$ cat src/sv/gtm_pkg.sv
package gtm_pkg;

    // Field widths.
    localparam int GEST_W   = 8;
    localparam int FINGER_W = 4;
    localparam int MOVE_W   = 16;
    localparam int DELTA_W  = 8;
    localparam int BTN_W    = 3;
    localparam int GAIN_W   = 10;

    // Configuration port.
    localparam int CFG_IDX_W = 2;
    localparam logic [CFG_IDX_W-1:0] CFG_GAIN_BASE    = 2'd0;
    localparam logic [CFG_IDX_W-1:0] CFG_GAIN_ACCEL   = 2'd1;
    localparam logic [CFG_IDX_W-1:0] CFG_GAIN_CEILING = 2'd2;

    localparam logic [GAIN_W-1:0] GAIN_BASE_RST    = 10'd100;
    localparam logic [GAIN_W-1:0] GAIN_ACCEL_RST   = 10'd0;
    localparam logic [GAIN_W-1:0] GAIN_CEILING_RST = 10'd100;

    // Gesture bits.
    localparam int GA_TAP_BIT    = 0;
    localparam int GA_HOLD_BIT   = 1;
    localparam int GB_TAP2_BIT   = 0;
    localparam int GB_SCROLL_BIT = 1;

    // Button codes.
    localparam logic [BTN_W-1:0] BTN_NONE   = 3'b000;
    localparam logic [BTN_W-1:0] BTN_LEFT   = 3'b001;
    localparam logic [BTN_W-1:0] BTN_RIGHT  = 3'b010;
    localparam logic [BTN_W-1:0] BTN_MIDDLE = 3'b100;

    localparam logic [FINGER_W-1:0] MIDDLE_MIN_FINGERS = 4'd3;

    // Saturation and scaling constants.
    localparam int SAT_MAX     = 127;
    localparam int WHEEL_SHIFT = 3;
    localparam int PCT         = 100;

    // Speed is the larger absolute motion, saturated to 15 bits.
    localparam int SPEED_W = MOVE_W - 1;

    // Acceleration divide by a constant through a rounded-up reciprocal.
    localparam int    ACCEL_DIVISOR = 1000;
    localparam int    ACC_PROD_W    = GAIN_W + SPEED_W;
    localparam int    ACC_SHIFT     = ACC_PROD_W + $clog2(ACCEL_DIVISOR) + 1;
    localparam longint ACC_RECIP    =
        ((longint'(1) <<< ACC_SHIFT) + ACCEL_DIVISOR - 1) / ACCEL_DIVISOR;
    localparam int    ACC_RECIP_W   = $clog2(ACC_RECIP + 1);
    localparam int    QUOT_W        = ACC_PROD_W + ACC_RECIP_W - ACC_SHIFT;

    // Percent divide: magnitudes at or above the limit saturate.
    localparam int    SCALE_W     = MOVE_W + GAIN_W + 1;
    localparam int    PCT_SAT     = (SAT_MAX + 1) * PCT;
    localparam int    PCT_IN_W    = $clog2(PCT_SAT);
    localparam int    PCT_SHIFT   = PCT_IN_W + $clog2(PCT) + 1;
    localparam longint PCT_RECIP  = ((longint'(1) <<< PCT_SHIFT) + PCT - 1) / PCT;
    localparam int    PCT_RECIP_W = $clog2(PCT_RECIP + 1);

    // Queue between the front and the back.
    localparam int QUEUE_DEPTH = 2;
    localparam int QPTR_W      = $clog2(QUEUE_DEPTH);

    // One classified report as it waits for the arithmetic.
    typedef struct packed {
        logic                     scroll;
        logic [BTN_W-1:0]         buttons;
        logic                     must_send;
        logic signed [MOVE_W-1:0] move_x;
        logic signed [MOVE_W-1:0] move_y;
    } gtm_item_t;

    // Gain configuration as seen by the back.
    typedef struct packed {
        logic [GAIN_W-1:0] base;
        logic [GAIN_W-1:0] accel;
        logic [GAIN_W-1:0] ceiling;
    } gtm_gain_t;

    // Absolute value saturated to the speed width.
    function automatic logic [SPEED_W-1:0] abs_sat(input logic signed [MOVE_W-1:0] v);
        logic [MOVE_W:0] mag;
        mag = v[MOVE_W-1] ? ((MOVE_W+1)'(0) - {v[MOVE_W-1], v}) : {1'b0, v};
        return (mag[MOVE_W:SPEED_W] != '0) ? {SPEED_W{1'b1}} : mag[SPEED_W-1:0];
    endfunction

    // Motion divided by eight toward zero, saturated.
    function automatic logic signed [DELTA_W-1:0] wheel_step(
        input logic signed [MOVE_W-1:0] v);
        logic [MOVE_W:0]                mag;
        logic [MOVE_W-WHEEL_SHIFT:0]    q;
        logic [DELTA_W-1:0]             m;
        mag = v[MOVE_W-1] ? ((MOVE_W+1)'(0) - {v[MOVE_W-1], v}) : {1'b0, v};
        q   = mag[MOVE_W:WHEEL_SHIFT];
        m   = (q > (MOVE_W-WHEEL_SHIFT+1)'(SAT_MAX)) ? DELTA_W'(SAT_MAX)
                                                       : DELTA_W'(q);
        return v[MOVE_W-1] ? $signed(DELTA_W'(0) - m) : $signed(m);
    endfunction

    // Scaled motion divided by one hundred toward zero, saturated.
    function automatic logic signed [DELTA_W-1:0] pct_scale(
        input logic signed [SCALE_W-1:0] p);
        logic [SCALE_W-1:0]                 mag;
        logic [PCT_IN_W+PCT_RECIP_W-1:0]    prod;
        logic [DELTA_W-1:0]                 m;
        mag  = p[SCALE_W-1] ? (SCALE_W'(0) - p) : p;
        prod = mag[PCT_IN_W-1:0] * PCT_RECIP_W'(PCT_RECIP);
        if (mag >= SCALE_W'(PCT_SAT)) begin
            m = DELTA_W'(SAT_MAX);
        end else begin
            m = DELTA_W'(prod >> PCT_SHIFT);
        end
        return p[SCALE_W-1] ? $signed(DELTA_W'(0) - m) : $signed(m);
    endfunction

endpackage

$ cat src/sv/gtm_front.sv
module gtm_front (
    input  logic                            aclk,
    input  logic                            aresetn,
    input  logic                            push,
    input  logic [gtm_pkg::GEST_W-1:0]      gesture_a,
    input  logic [gtm_pkg::GEST_W-1:0]      gesture_b,
    input  logic [gtm_pkg::FINGER_W-1:0]    finger_count,
    input  logic signed [gtm_pkg::MOVE_W-1:0] move_x,
    input  logic signed [gtm_pkg::MOVE_W-1:0] move_y,
    output gtm_pkg::gtm_item_t              item
);
    import gtm_pkg::*;

    logic [FINGER_W-1:0] peak_reg;
    logic [FINGER_W-1:0] peak_next;
    logic                dragging_reg;
    logic                dragging_next;
    logic                release_reg;
    logic                release_next;

    logic [FINGER_W-1:0] peak_now;
    logic                fingers_down;
    logic                drag_live;
    logic                drag_ended;
    logic [BTN_W-1:0]    buttons;
    logic                must_send;

    // Touch, drag and tap bookkeeping for the beat on the input.
    always_comb begin
        fingers_down  = (finger_count != '0);
        peak_now      = (finger_count > peak_reg) ? finger_count : peak_reg;
        drag_live     = dragging_reg | gesture_a[GA_HOLD_BIT];
        must_send     = gesture_a[GA_HOLD_BIT] & ~dragging_reg;
        drag_ended    = drag_live & ~fingers_down;
        dragging_next = drag_live & fingers_down;
        buttons       = dragging_next ? BTN_LEFT : BTN_NONE;
        release_next  = 1'b0;
        if (drag_ended) begin
            must_send = 1'b1;
        end
        // A pending release wins over everything; taps count only outside a drag.
        if (release_reg) begin
            buttons   = BTN_NONE;
            must_send = 1'b1;
        end else if (!dragging_next && !drag_ended) begin
            if (gesture_b[GB_TAP2_BIT]) begin
                buttons      = BTN_RIGHT;
                release_next = 1'b1;
                must_send    = 1'b1;
            end else if (gesture_a[GA_TAP_BIT]) begin
                buttons      = (peak_now >= MIDDLE_MIN_FINGERS) ? BTN_MIDDLE : BTN_LEFT;
                release_next = 1'b1;
                must_send    = 1'b1;
            end
        end
        peak_next = fingers_down ? peak_now : '0;
    end

    // Classified item for the queue.
    always_comb begin
        item.scroll    = gesture_b[GB_SCROLL_BIT];
        item.buttons   = buttons;
        item.must_send = must_send;
        item.move_x    = move_x;
        item.move_y    = move_y;
    end

    // State moves only when a beat is taken.
    always_ff @(posedge aclk) begin
        if (!aresetn) begin
            peak_reg     <= '0;
            dragging_reg <= 1'b0;
            release_reg  <= 1'b0;
        end else if (push) begin
            peak_reg     <= peak_next;
            dragging_reg <= dragging_next;
            release_reg  <= release_next;
        end
    end

endmodule

$ cat src/sv/gtm_queue.sv
module gtm_queue (
    input  logic               aclk,
    input  logic               aresetn,
    input  logic               push,
    input  gtm_pkg::gtm_item_t push_item,
    output logic               full,
    input  logic               pop,
    output logic               head_valid,
    output gtm_pkg::gtm_item_t head_item
);
    import gtm_pkg::*;

    gtm_item_t         entry_reg [QUEUE_DEPTH];
    logic [QPTR_W-1:0] wr_ptr_reg;
    logic [QPTR_W-1:0] rd_ptr_reg;
    logic [QPTR_W:0]   count_reg;

    assign full       = (count_reg == (QPTR_W+1)'(QUEUE_DEPTH));
    assign head_valid = (count_reg != '0);
    assign head_item  = entry_reg[rd_ptr_reg];

    // Pointers and fill count.
    always_ff @(posedge aclk) begin
        if (!aresetn) begin
            wr_ptr_reg <= '0;
            rd_ptr_reg <= '0;
            count_reg  <= '0;
        end else begin
            if (push) begin
                wr_ptr_reg <= (wr_ptr_reg == QPTR_W'(QUEUE_DEPTH - 1)) ? '0
                                                                      : wr_ptr_reg + 1'b1;
            end
            if (pop) begin
                rd_ptr_reg <= (rd_ptr_reg == QPTR_W'(QUEUE_DEPTH - 1)) ? '0
                                                                      : rd_ptr_reg + 1'b1;
            end
            if (push && !pop) begin
                count_reg <= count_reg + 1'b1;
            end else if (pop && !push) begin
                count_reg <= count_reg - 1'b1;
            end
        end
    end

    // Entry storage.
    always_ff @(posedge aclk) begin
        if (push) begin
            entry_reg[wr_ptr_reg] <= push_item;
        end
    end

endmodule

$ cat src/sv/gtm_back.sv
module gtm_back (
    input  logic                              aclk,
    input  logic                              aresetn,
    input  gtm_pkg::gtm_gain_t                gain,
    input  logic                              head_valid,
    input  gtm_pkg::gtm_item_t                head_item,
    output logic                              pop,
    output logic                              m_valid,
    input  logic                              m_ready,
    output logic signed [gtm_pkg::DELTA_W-1:0] m_delta_x,
    output logic signed [gtm_pkg::DELTA_W-1:0] m_delta_y,
    output logic signed [gtm_pkg::DELTA_W-1:0] m_wheel_v,
    output logic signed [gtm_pkg::DELTA_W-1:0] m_wheel_h,
    output logic [gtm_pkg::BTN_W-1:0]         m_button_mask,
    output logic                              m_send_report
);
    import gtm_pkg::*;

    localparam logic [2:0] ST_IDLE  = 3'd0;
    localparam logic [2:0] ST_ACCEL = 3'd1;
    localparam logic [2:0] ST_RECIP = 3'd2;
    localparam logic [2:0] ST_CLAMP = 3'd3;
    localparam logic [2:0] ST_SCALE = 3'd4;
    localparam logic [2:0] ST_DIV   = 3'd5;
    localparam logic [2:0] ST_OUT   = 3'd6;

    logic [2:0]                state_reg;
    logic [2:0]                state_next;
    logic                      out_load;
    logic                      m_valid_reg;

    gtm_item_t                 item_reg;
    logic [SPEED_W-1:0]        speed_reg;
    logic [ACC_PROD_W-1:0]     acc_prod_reg;
    logic [QUOT_W-1:0]         quot_reg;
    logic [GAIN_W-1:0]         gain_reg;
    logic signed [SCALE_W-1:0] scale_x_reg;
    logic signed [SCALE_W-1:0] scale_y_reg;
    logic signed [DELTA_W-1:0] dx_reg;
    logic signed [DELTA_W-1:0] dy_reg;
    logic signed [DELTA_W-1:0] wv_reg;
    logic signed [DELTA_W-1:0] wh_reg;

    logic signed [DELTA_W-1:0] out_dx_reg;
    logic signed [DELTA_W-1:0] out_dy_reg;
    logic signed [DELTA_W-1:0] out_wv_reg;
    logic signed [DELTA_W-1:0] out_wh_reg;
    logic [BTN_W-1:0]          out_btn_reg;
    logic                      out_send_reg;

    logic [SPEED_W-1:0]                 abs_x;
    logic [SPEED_W-1:0]                 abs_y;
    logic [ACC_PROD_W+ACC_RECIP_W-1:0]  recip_prod;
    logic [QUOT_W:0]                    gain_sum;

    assign pop      = (state_reg == ST_IDLE) && head_valid;
    assign out_load = (state_reg == ST_OUT) && (!m_valid_reg || m_ready);

    assign abs_x      = abs_sat(head_item.move_x);
    assign abs_y      = abs_sat(head_item.move_y);
    assign recip_prod = acc_prod_reg * ACC_RECIP_W'(ACC_RECIP);
    assign gain_sum   = (QUOT_W+1)'(gain.base) + (QUOT_W+1)'(quot_reg);

    // Step sequencer: scroll items go straight to the output step.
    always_comb begin
        state_next = state_reg;
        case (state_reg)
            ST_IDLE: begin
                if (head_valid) begin
                    state_next = head_item.scroll ? ST_OUT : ST_ACCEL;
                end
            end
            ST_ACCEL: state_next = ST_RECIP;
            ST_RECIP: state_next = ST_CLAMP;
            ST_CLAMP: state_next = ST_SCALE;
            ST_SCALE: state_next = ST_DIV;
            ST_DIV:   state_next = ST_OUT;
            ST_OUT: begin
                if (out_load) begin
                    state_next = ST_IDLE;
                end
            end
            default: state_next = ST_IDLE;
        endcase
    end

    // Control registers.
    always_ff @(posedge aclk) begin
        if (!aresetn) begin
            state_reg   <= ST_IDLE;
            m_valid_reg <= 1'b0;
        end else begin
            state_reg <= state_next;
            if (out_load) begin
                m_valid_reg <= 1'b1;
            end else if (m_ready) begin
                m_valid_reg <= 1'b0;
            end
        end
    end

    // Arithmetic datapath, one step per state.
    always_ff @(posedge aclk) begin
        case (state_reg)
            ST_IDLE: begin
                item_reg  <= head_item;
                speed_reg <= (abs_x > abs_y) ? abs_x : abs_y;
                dx_reg    <= '0;
                dy_reg    <= '0;
                if (head_item.scroll) begin
                    wv_reg <= wheel_step(head_item.move_y);
                    wh_reg <= wheel_step(head_item.move_x);
                end else begin
                    wv_reg <= '0;
                    wh_reg <= '0;
                end
            end
            ST_ACCEL: begin
                acc_prod_reg <= gain.accel * speed_reg;
            end
            ST_RECIP: begin
                quot_reg <= QUOT_W'(recip_prod >> ACC_SHIFT);
            end
            ST_CLAMP: begin
                gain_reg <= (gain_sum > (QUOT_W+1)'(gain.ceiling)) ? gain.ceiling
                                                                    : GAIN_W'(gain_sum);
            end
            ST_SCALE: begin
                scale_x_reg <= item_reg.move_x * $signed({1'b0, gain_reg});
                scale_y_reg <= item_reg.move_y * $signed({1'b0, gain_reg});
            end
            ST_DIV: begin
                dx_reg <= pct_scale(scale_x_reg);
                dy_reg <= pct_scale(scale_y_reg);
            end
            default: begin
            end
        endcase
    end

    // Output register holds a finished beat while the next item is worked on.
    always_ff @(posedge aclk) begin
        if (out_load) begin
            out_dx_reg   <= dx_reg;
            out_dy_reg   <= dy_reg;
            out_wv_reg   <= wv_reg;
            out_wh_reg   <= wh_reg;
            out_btn_reg  <= item_reg.buttons;
            out_send_reg <= item_reg.must_send || (dx_reg != '0) || (dy_reg != '0)
                            || (wv_reg != '0) || (wh_reg != '0)
                            || (item_reg.buttons != BTN_NONE);
        end
    end

    assign m_valid       = m_valid_reg;
    assign m_delta_x     = out_dx_reg;
    assign m_delta_y     = out_dy_reg;
    assign m_wheel_v     = out_wv_reg;
    assign m_wheel_h     = out_wh_reg;
    assign m_button_mask = out_btn_reg;
    assign m_send_report = out_send_reg;

endmodule

$ cat src/sv/trackpad_gesture_to_hid_mapper.sv
// Channel   Direction  Handshake          Payload
// s_        in         s_valid/s_ready    gesture_a, gesture_b, finger_count, move_x, move_y
// m_        out        m_valid/m_ready    delta_x/y, wheel_v/h, button_mask, send_report
// cfg_      in         cfg_we             cfg_index, cfg_data (no read-back)
//
// A cursor report passes through the back end in order: the accel multiply, the reciprocal
// divide, the gain clamp, the percent multiply and divide, each in a state of its own.
// A scroll report goes from idle straight to the output step of the back-end sequencer.
// The front takes one beat per cycle while the two-entry queue has room.
// Reset is synchronous and active low; gains return to base 100, accel 0, ceiling 100.
// A stalled output holds its beat while the back end finishes the next report.
module trackpad_gesture_to_hid_mapper (
    input  logic                                aclk,
    input  logic                                aresetn,
    input  logic                                s_valid,
    output logic                                s_ready,
    input  logic [gtm_pkg::GEST_W-1:0]          s_gesture_a,
    input  logic [gtm_pkg::GEST_W-1:0]          s_gesture_b,
    input  logic [gtm_pkg::FINGER_W-1:0]        s_finger_count,
    input  logic signed [gtm_pkg::MOVE_W-1:0]   s_move_x,
    input  logic signed [gtm_pkg::MOVE_W-1:0]   s_move_y,
    output logic                                m_valid,
    input  logic                                m_ready,
    output logic signed [gtm_pkg::DELTA_W-1:0]  m_delta_x,
    output logic signed [gtm_pkg::DELTA_W-1:0]  m_delta_y,
    output logic signed [gtm_pkg::DELTA_W-1:0]  m_wheel_v,
    output logic signed [gtm_pkg::DELTA_W-1:0]  m_wheel_h,
    output logic [gtm_pkg::BTN_W-1:0]           m_button_mask,
    output logic                                m_send_report,
    input  logic                                cfg_we,
    input  logic [gtm_pkg::CFG_IDX_W-1:0]       cfg_index,
    input  logic [gtm_pkg::GAIN_W-1:0]          cfg_data
);
    import gtm_pkg::*;

    gtm_gain_t gain_reg;
    gtm_item_t front_item;
    gtm_item_t head_item;
    logic      push;
    logic      pop;
    logic      q_full;
    logic      head_valid;

    assign s_ready = !q_full;
    assign push    = s_valid && s_ready;

    // Gain configuration registers.
    always_ff @(posedge aclk) begin
        if (!aresetn) begin
            gain_reg.base    <= GAIN_BASE_RST;
            gain_reg.accel   <= GAIN_ACCEL_RST;
            gain_reg.ceiling <= GAIN_CEILING_RST;
        end else if (cfg_we) begin
            case (cfg_index)
                CFG_GAIN_BASE:    gain_reg.base    <= cfg_data;
                CFG_GAIN_ACCEL:   gain_reg.accel   <= cfg_data;
                CFG_GAIN_CEILING: gain_reg.ceiling <= cfg_data;
                default: begin
                end
            endcase
        end
    end

    gtm_front u_front (
        .aclk         (aclk),
        .aresetn      (aresetn),
        .push         (push),
        .gesture_a    (s_gesture_a),
        .gesture_b    (s_gesture_b),
        .finger_count (s_finger_count),
        .move_x       (s_move_x),
        .move_y       (s_move_y),
        .item         (front_item)
    );

    gtm_queue u_queue (
        .aclk       (aclk),
        .aresetn    (aresetn),
        .push       (push),
        .push_item  (front_item),
        .full       (q_full),
        .pop        (pop),
        .head_valid (head_valid),
        .head_item  (head_item)
    );

    gtm_back u_back (
        .aclk          (aclk),
        .aresetn       (aresetn),
        .gain          (gain_reg),
        .head_valid    (head_valid),
        .head_item     (head_item),
        .pop           (pop),
        .m_valid       (m_valid),
        .m_ready       (m_ready),
        .m_delta_x     (m_delta_x),
        .m_delta_y     (m_delta_y),
        .m_wheel_v     (m_wheel_v),
        .m_wheel_h     (m_wheel_h),
        .m_button_mask (m_button_mask),
        .m_send_report (m_send_report)
    );

    // A beat without the send flag carries no motion, wheel or button.
    assert property (@(posedge aclk) disable iff (!aresetn)
        (m_valid && !m_send_report) |-> (m_delta_x == '0 && m_delta_y == '0
            && m_wheel_v == '0 && m_wheel_h == '0 && m_button_mask == BTN_NONE))
        else $error("report without send flag carries data");

    // Wheel and cursor motion never appear in the same beat.
    assert property (@(posedge aclk) disable iff (!aresetn)
        (m_valid && (m_wheel_v != '0 || m_wheel_h != '0))
            |-> (m_delta_x == '0 && m_delta_y == '0))
        else $error("wheel and cursor motion in one report");

    // At most one button is pressed in any beat.
    assert property (@(posedge aclk) disable iff (!aresetn)
        m_valid |-> $onehot0(m_button_mask))
        else $error("more than one button in a report");

    // Saturation never yields the most negative code.
    assert property (@(posedge aclk) disable iff (!aresetn)
        m_valid |-> (m_delta_x != 8'sh80 && m_delta_y != 8'sh80
            && m_wheel_v != 8'sh80 && m_wheel_h != 8'sh80))
        else $error("delta outside the saturated range");

endmodule
$ cat config.mk
export PLATFORM = sky130hd
export DESIGN_NAME = trackpad_gesture_to_hid_mapper
export DESIGN_NICKNAME = d
export VERILOG_FILES = /design/src/sv/gtm_pkg.sv /design/src/sv/gtm_front.sv /design/src/sv/gtm_queue.sv /design/src/sv/gtm_back.sv /design/src/sv/trackpad_gesture_to_hid_mapper.sv
export SDC_FILE = /design/constraint.sdc
export NUM_CORES = 2
export LEC_CHECK = 0
export BUFFER_PORTS_ARGS = -buffer_cell sky130_fd_sc_hd__buf_2
export CAP_MARGIN = 20
export CELL_PAD_IN_SITES_DETAIL_PLACEMENT = 1
export CELL_PAD_IN_SITES_GLOBAL_PLACEMENT = 1
export CORE_ASPECT_RATIO = 0.7
export CORE_UTILIZATION = 40
export DETAILED_ROUTE_END_ITERATION = 6
export PLACE_DENSITY_LB_ADDON = 0.3
export SYNTH_ARGS = -nofsm -noshare
export SYNTH_HDL_FRONTEND = slang
export SYNTH_SLANG_ARGS = --single-unit
$ cat constraint.sdc
create_clock -name aclk -period 12.8 [get_ports aclk]
set_clock_uncertainty 0.2 [all_clocks]
set_input_delay 0.64 -clock aclk [delete_from_list [all_inputs] [get_ports aclk]]
set_output_delay 0.64 -clock aclk [all_outputs]
set_load 0.05 [all_outputs]
# [Yosys cells after proc, flatten, opt, wreduce, memory -nomap -nowiden]
# Memory sizes are Yosys's and may differ from the RTL's. A register that Yosys moved wholly into a read port is not among the register bits.
# Index checks and enable logic that the tools add are counted.
[totals] ff_bits=268 ramBits=74 input_bits=69 elab_cells=163 memories=1
[classes] add_sub_neg=13 multipliers=6 magnitude_cmp=8 n_eq_ne=11 mux=51 bitwise_logic=6 n_reduce_logical=36
[memory_table] memory="u_queue.entry_reg" depth=2 width=37 read_ports=1 rd_clocked_by_memory_dff=1 wr=1 line="gtm_queue.sv:13" rtl="gtm_item_t entry_reg [QUEUE_DEPTH];"
[ops] operator="$mux 8" count=10
[ops] operator="$ge 27x14->1 const B" count=2
[ops] operator="$mul 14x13->27 const B" count=2
[ops] operator="$mul 16x11->27" count=2
[ops] operator="$mux 27" count=2
[ops] operator="$sub 1x27->27 const A" count=2
[ops] operator="$mul 25x27->52 const B" count=1
[ops] operator="$mux 15" count=3
[ops] operator="$mux 17" count=2
[ops] operator="$sub 1x16->17 const A" count=2
[ops] operator="$pmux 8 s2" count=2
[ops] operator="$reduce_bool 8->1" count=4
[ops] operator="$sub 1x8->8 const A" count=4
[ops] operator="$gt 14x7->1 const B" count=2
[ops] operator="$mul 10x15->25" count=1
[ops] operator="$mux 3" count=8
[ops] operator="$pmux 3 s7" count=1
[ops] operator="$mux 1" count=18
[ops] operator="$add 10x16->17" count=1
[ops] operator="$gt 17x10->1" count=1
[ops] operator="$gt 15x15->1" count=1
[ops] operator="$reduce_bool 2->1" count=6
[ops] operator="$mux 10" count=1
[ops] operator="$eq 3x3->1 const B" count=3
[ops] operator="23 further kinds" count=50

# [Depth between registers and ports, before layout]
[depth] ltp_word=8 ltp_mapped=33

# [Modules after synthesis]
# A second synthesis with hierarchy kept.
[unflattened] cells_unflattened=4911 hier_area_um2=49515.0
[by_module_without_submodules] module="gtm_back" n_inst=1 cells_each=4565 area_each_um2=44665.3 seq_area_each_um2=6806.5
[by_module_without_submodules] module="gtm_queue" n_inst=1 cells_each=137 area_each_um2=2899.0 seq_area_each_um2=2322.2
[by_module_without_submodules] module="trackpad_gesture_to_hid_mapper" n_inst=1 cells_each=118 area_each_um2=1176.1 seq_area_each_um2=600.6
[by_module_without_submodules] module="gtm_front" n_inst=1 cells_each=91 area_each_um2=774.5 seq_area_each_um2=120.1

# [Worst setup path before layout]
# No wires, ideal clock.
[synth_timing] path_kind="flip-flop to flip-flop" startpoint="register u_back.scale_x_reg[7]" endpoint="register u_back.dx_reg[6] (data pin)" setup_ns=0.254 t_arrival_ns=7.106 required_time_ns=12.346 setup_slack_ns=5.240 stages_incl_launch_ff=29 n_path_buf=0 cell_sequence="edfxtp_1 or4_4 nor3_4 a21oi_1 xnor2_1 inv_1 fa_1 inv_1 ha_1 inv_1 fa_1 fa_1 fa_1 inv_1 ha_1 o21ai_0 nand2_1 a31oi_1 o21a_1 nand2_1 a21oi_1 ha_1 nand2b_1 or4_1 a22oi_1 nor2_1 a2111oi_2 nor2_1 a21o_1"
[synth_between] elab_chain_cells=8 word_cells_on_any_way=9 classes_between="add/sub (2); mul (1); order compare (1); mux (5)"
[synth_rtl] element="start, declared" line="gtm_back.sv:37" rtl="logic signed [SCALE_W-1:0] scale_x_reg;"
[synth_rtl] element="start signal, assigned" line="gtm_back.sv:129" rtl="scale_x_reg <= item_reg.move_x * $signed({1'b0, gain_reg});"
[synth_rtl] element="$sub 1x27->27" line="gtm_pkg.sv:106" rtl="mag = p[SCALE_W-1] ? (SCALE_W'(0) - p) : p;"
[synth_rtl] element="$mux 27 (*)" line="gtm_pkg.sv:106"
[synth_rtl] element="$mul 14x13->27 or $ge 27x14->1 (tied branches)" line="gtm_pkg.sv:107, gtm_pkg.sv:108"
[synth_rtl] element="$mux 8 (*)" line="gtm_pkg.sv:108" rtl="if (mag >= SCALE_W'(PCT_SAT)) begin"
[synth_rtl] element="$mux 8 (*)" line="gtm_back.sv:104" rtl="case (state_reg)"
[synth_rtl] element="$sub 1x8->8" line="gtm_pkg.sv:113" rtl="return p[SCALE_W-1] ? $signed(DELTA_W'(0) - m) : $signed(m);"
[synth_rtl] element="$mux 8 (*)" line="gtm_pkg.sv:113"
[synth_rtl] element="$pmux 8 s2 (*)" line="gtm_back.sv:104"
[synth_rtl] element="end signal, assigned" line="gtm_back.sv:133" rtl="dx_reg <= pct_scale(scale_x_reg);"
[synth_rtl] element="end, declared" line="gtm_back.sv:39" rtl="logic signed [DELTA_W-1:0] dx_reg;"
# Mark *: on every way between the ends. The rest lies on a longest branch, timed or not. The select of a mux whose other input is x is not followed.
# A chain may end at the register's enable or synchronous reset.

# [Final worst setup path]
[layout_timing] startpoint="register u_back.scale_x_reg[26]" endpoint="register u_back.dx_reg[6] (data pin)"
[layout_between] elab_chain_cells=8 word_cells_on_any_way=9 classes_between="add/sub (2); mul (1); order compare (1); mux (5)"
[layout_rtl] element="$sub 1x27->27" line="gtm_pkg.sv:106"
[layout_rtl] element="$mux 27" line="gtm_pkg.sv:106"
[layout_rtl] element="$ge 27x14->1" line="gtm_pkg.sv:108"
[layout_rtl] element="$mux 8" line="gtm_pkg.sv:108"
[layout_rtl] element="$mux 8" line="gtm_back.sv:104"
[layout_rtl] element="$sub 1x8->8" line="gtm_pkg.sv:113"
[layout_rtl] element="$mux 8 (*)" line="gtm_pkg.sv:113"
[layout_rtl] element="$pmux 8 s2 (*)" line="gtm_back.sv:104"
# Marks and branches as above.

==> impl_metrics.ini <==
[placement]
hpwl_um = 113000
place.gp.congestion = 0.881
io_buffers = 94
place_ws_ns = 3.81

[sta]
fmax_ghz = 0.111
setup_tns_ns = 0
finalSetupViolations = 0
fin_crit_sh_pct = 70.6
timing.final.ws_setup_ns = 3.76
rsz0062_at_grt = no
min_period_ns = 9.04
tightestPinTransition_ns = 1.17
slew_viol_final = 0
relSlewSlack_pct = 21.3
final-hold-violation-count = 0

[worst_setup_path]
slowest_stage = edfxtp_1
critical_path_peak_fanout = 27
worst-path-buf-inv = 6
timing.rr.end = u_back.dx_reg[6]
rrSetupSlack_ns = 3.76
cp-end-kind = flop
rr_startpoint = u_back.scale_x_reg[26]
crit_family = adder cells
critPathKind = reg2reg
r2r_cells = 29
worstPathArrival_ns = 9.20
cp.required_ns = 12.96
worstSetupStartpointType = flop
worst_path_most_repeated_cell = inv_1
critPathMaxStageDelay_ns = 1.05

[floorplan]
pin_count = 107
rows = 107
die_y_um = 295
start_util_pct = 40.4
die_w_um = 421
core_um2 = 122000
dieArea_um2 = 124000

[clock_tree]
numCtsBuffers = 40
postCtsSetupBuffers = 0
cts_tree = yes
cts_sinks = 343
cts_max_level = 2
clk_pin_slew_ns = 0.07
cts_resized = 0
cts_buffer_depth = 3
cts_root_buf = clkbuf_16
ctsHoldBuffers = 0
insertion_delay_ns = 0.60

[logic_synthesis]
avgSynthCellArea_um2 = 10.0
synth_edf_count = 298
netlist_instances = 4898
synth_top_flop_cell = edfxtp_1
synth_seq_cells = 343
synth_area_um2 = 49200
ys_seq_area_share_pct = 20.0
async_flop_share_pct = 0
ys_warn_count = 0
synthDistinctLibCells = 85
synth_nets = 6382

[layout]
largest_reg_flops = 74
fin_nets = 6428
drive_above_1_share_pct = 5.27
multi_input_area_um2 = 34700
syn2layout_area_growth_pct = 7.67
utilization_pct = 43.5
fillers = 13700
regArea_um2 = 9850

[grt]
grt.overflow.total = 0
groute.usage.overall_pct = 22.4
grt_pass1_wl_um = 217000
first_global_vias = 37300
antenna_found_initial = 12
grt_max_degree = 68

[routing]
drc_errors = 0
wl_per_cell_um = 20.6
antenna_left = 0
vias_per_cell = 5.16
via_count = 34100
wl_um = 136000
drt_iter0_drc = 2181
first_pass_iters = 5

[flow_run]
drv_cap = 0

[min_path]
hold_start = s_move_x[0]
min_to = u_queue.entry_reg[0][16]
worstHoldPathCells = 1
hold_path.class = in2reg

[status]
outcome = finished clean
## kinds of logic after synthesis
group	count (synthesis)	share of synthesized area [%]
flops	343	20.0
xor+xnor	177	3.18
compound gates	511	6.88
buf+inv	1248	9.55
fa+ha+maj	1415	47.0
mux	83	1.75
simple gates	1121	11.6
## routing by layer
metal  vias up  GRT usage (%)  wire, um
met1     17600           34.4     69600
met4         0           3.77      2020
li1      15800              -         -
met5         -              0         0
met2       619           33.9     58000
met3       102           3.04      6690
## worst max path at each step
stage | from | end | slack, ns | depth (start not counted)
after floorplan | u_back.scale_x_reg[7] | u_back.dx_reg[6] | 5.24 | 28
after global placement | u_back.scale_x_reg[26] | u_back.dx_reg[6] | 3.97 | 29
after detailed placement | u_back.scale_x_reg[26] | u_back.dx_reg[6] | 3.81 | 29
after CTS | u_back.scale_x_reg[26] | u_back.dx_reg[6] | 3.81 | 29
after global routing | u_back.scale_x_reg[26] | u_back.dx_reg[6] | 3.14 | 29
final | u_back.scale_x_reg[26] | u_back.dx_reg[6] | 3.76 | 29
## layout by cell type (no fill, tap or decap), types with 31 or more instances in the layout
cell	instances
a21o_1	67
nand2_1	353
ha_1	696
edfxtp_1	298
buf_2	95
nor4_1	31
o21ai_0	85
and2_1	274
fa_1	719
inv_1	1121
dfxtp_1	44
buf_4	31
xor2_1	34
nor3_1	49
a21oi_1	138
clkbuf_16	40
nand3_1	51
xnor2_1	141
nor2_1	181
mux2i_1	59
## area by class of cell
class / instances / area share [%]
diodes: 6 / 0.0284
multi-input cells: 3307 / 65.5
repair buffers: 128 / 1.41
flip-flops and latches: 343 / 18.6
inverters: 1124 / 7.97
clock inverters: 27 / 0.631
clock buffers: 47 / 1.98
well taps: 1635 / 3.86
## cell usage after synthesis (34+ instances only)
library cell     n  share of area [%]
dfxtp_1         45                1.8
ha_1           696                 18
a21o_1          67                1.0
nand3_1         51               0.52
nand2_1        353                2.7
xor2_1          34               0.61
nor2_1         184                1.4
clkbuf_1       103               0.79
fa_1           719                 29
mux2i_1         60                1.2
inv_1         1121                8.6
nor3_1          50               0.51
xnor2_1        141                2.5
a21oi_1        139                1.4
edfxtp_1       298                 18
o21ai_0         85               0.87
and2_1         274                3.5
## through the flow
| step | cells | area (um2) | hold slack (ns) |
|---|---|---|---|
| floorplan | 4898 | 49200 | 0.227 |
| global placement | 6533 | 51500 | 0.238 |
| detailed placement | 6534 | 51500 | 0.243 |
| CTS | 6608 | 52900 | 0.00847 |
| global route | 6616 | 52900 | 0.0238 |
| finish | 6617 | 52900 | 0.0427 |
Power is left out: the tool's default activity adds up to more than one toggle a clock period on the data nets, which glitch-free logic cannot reach.
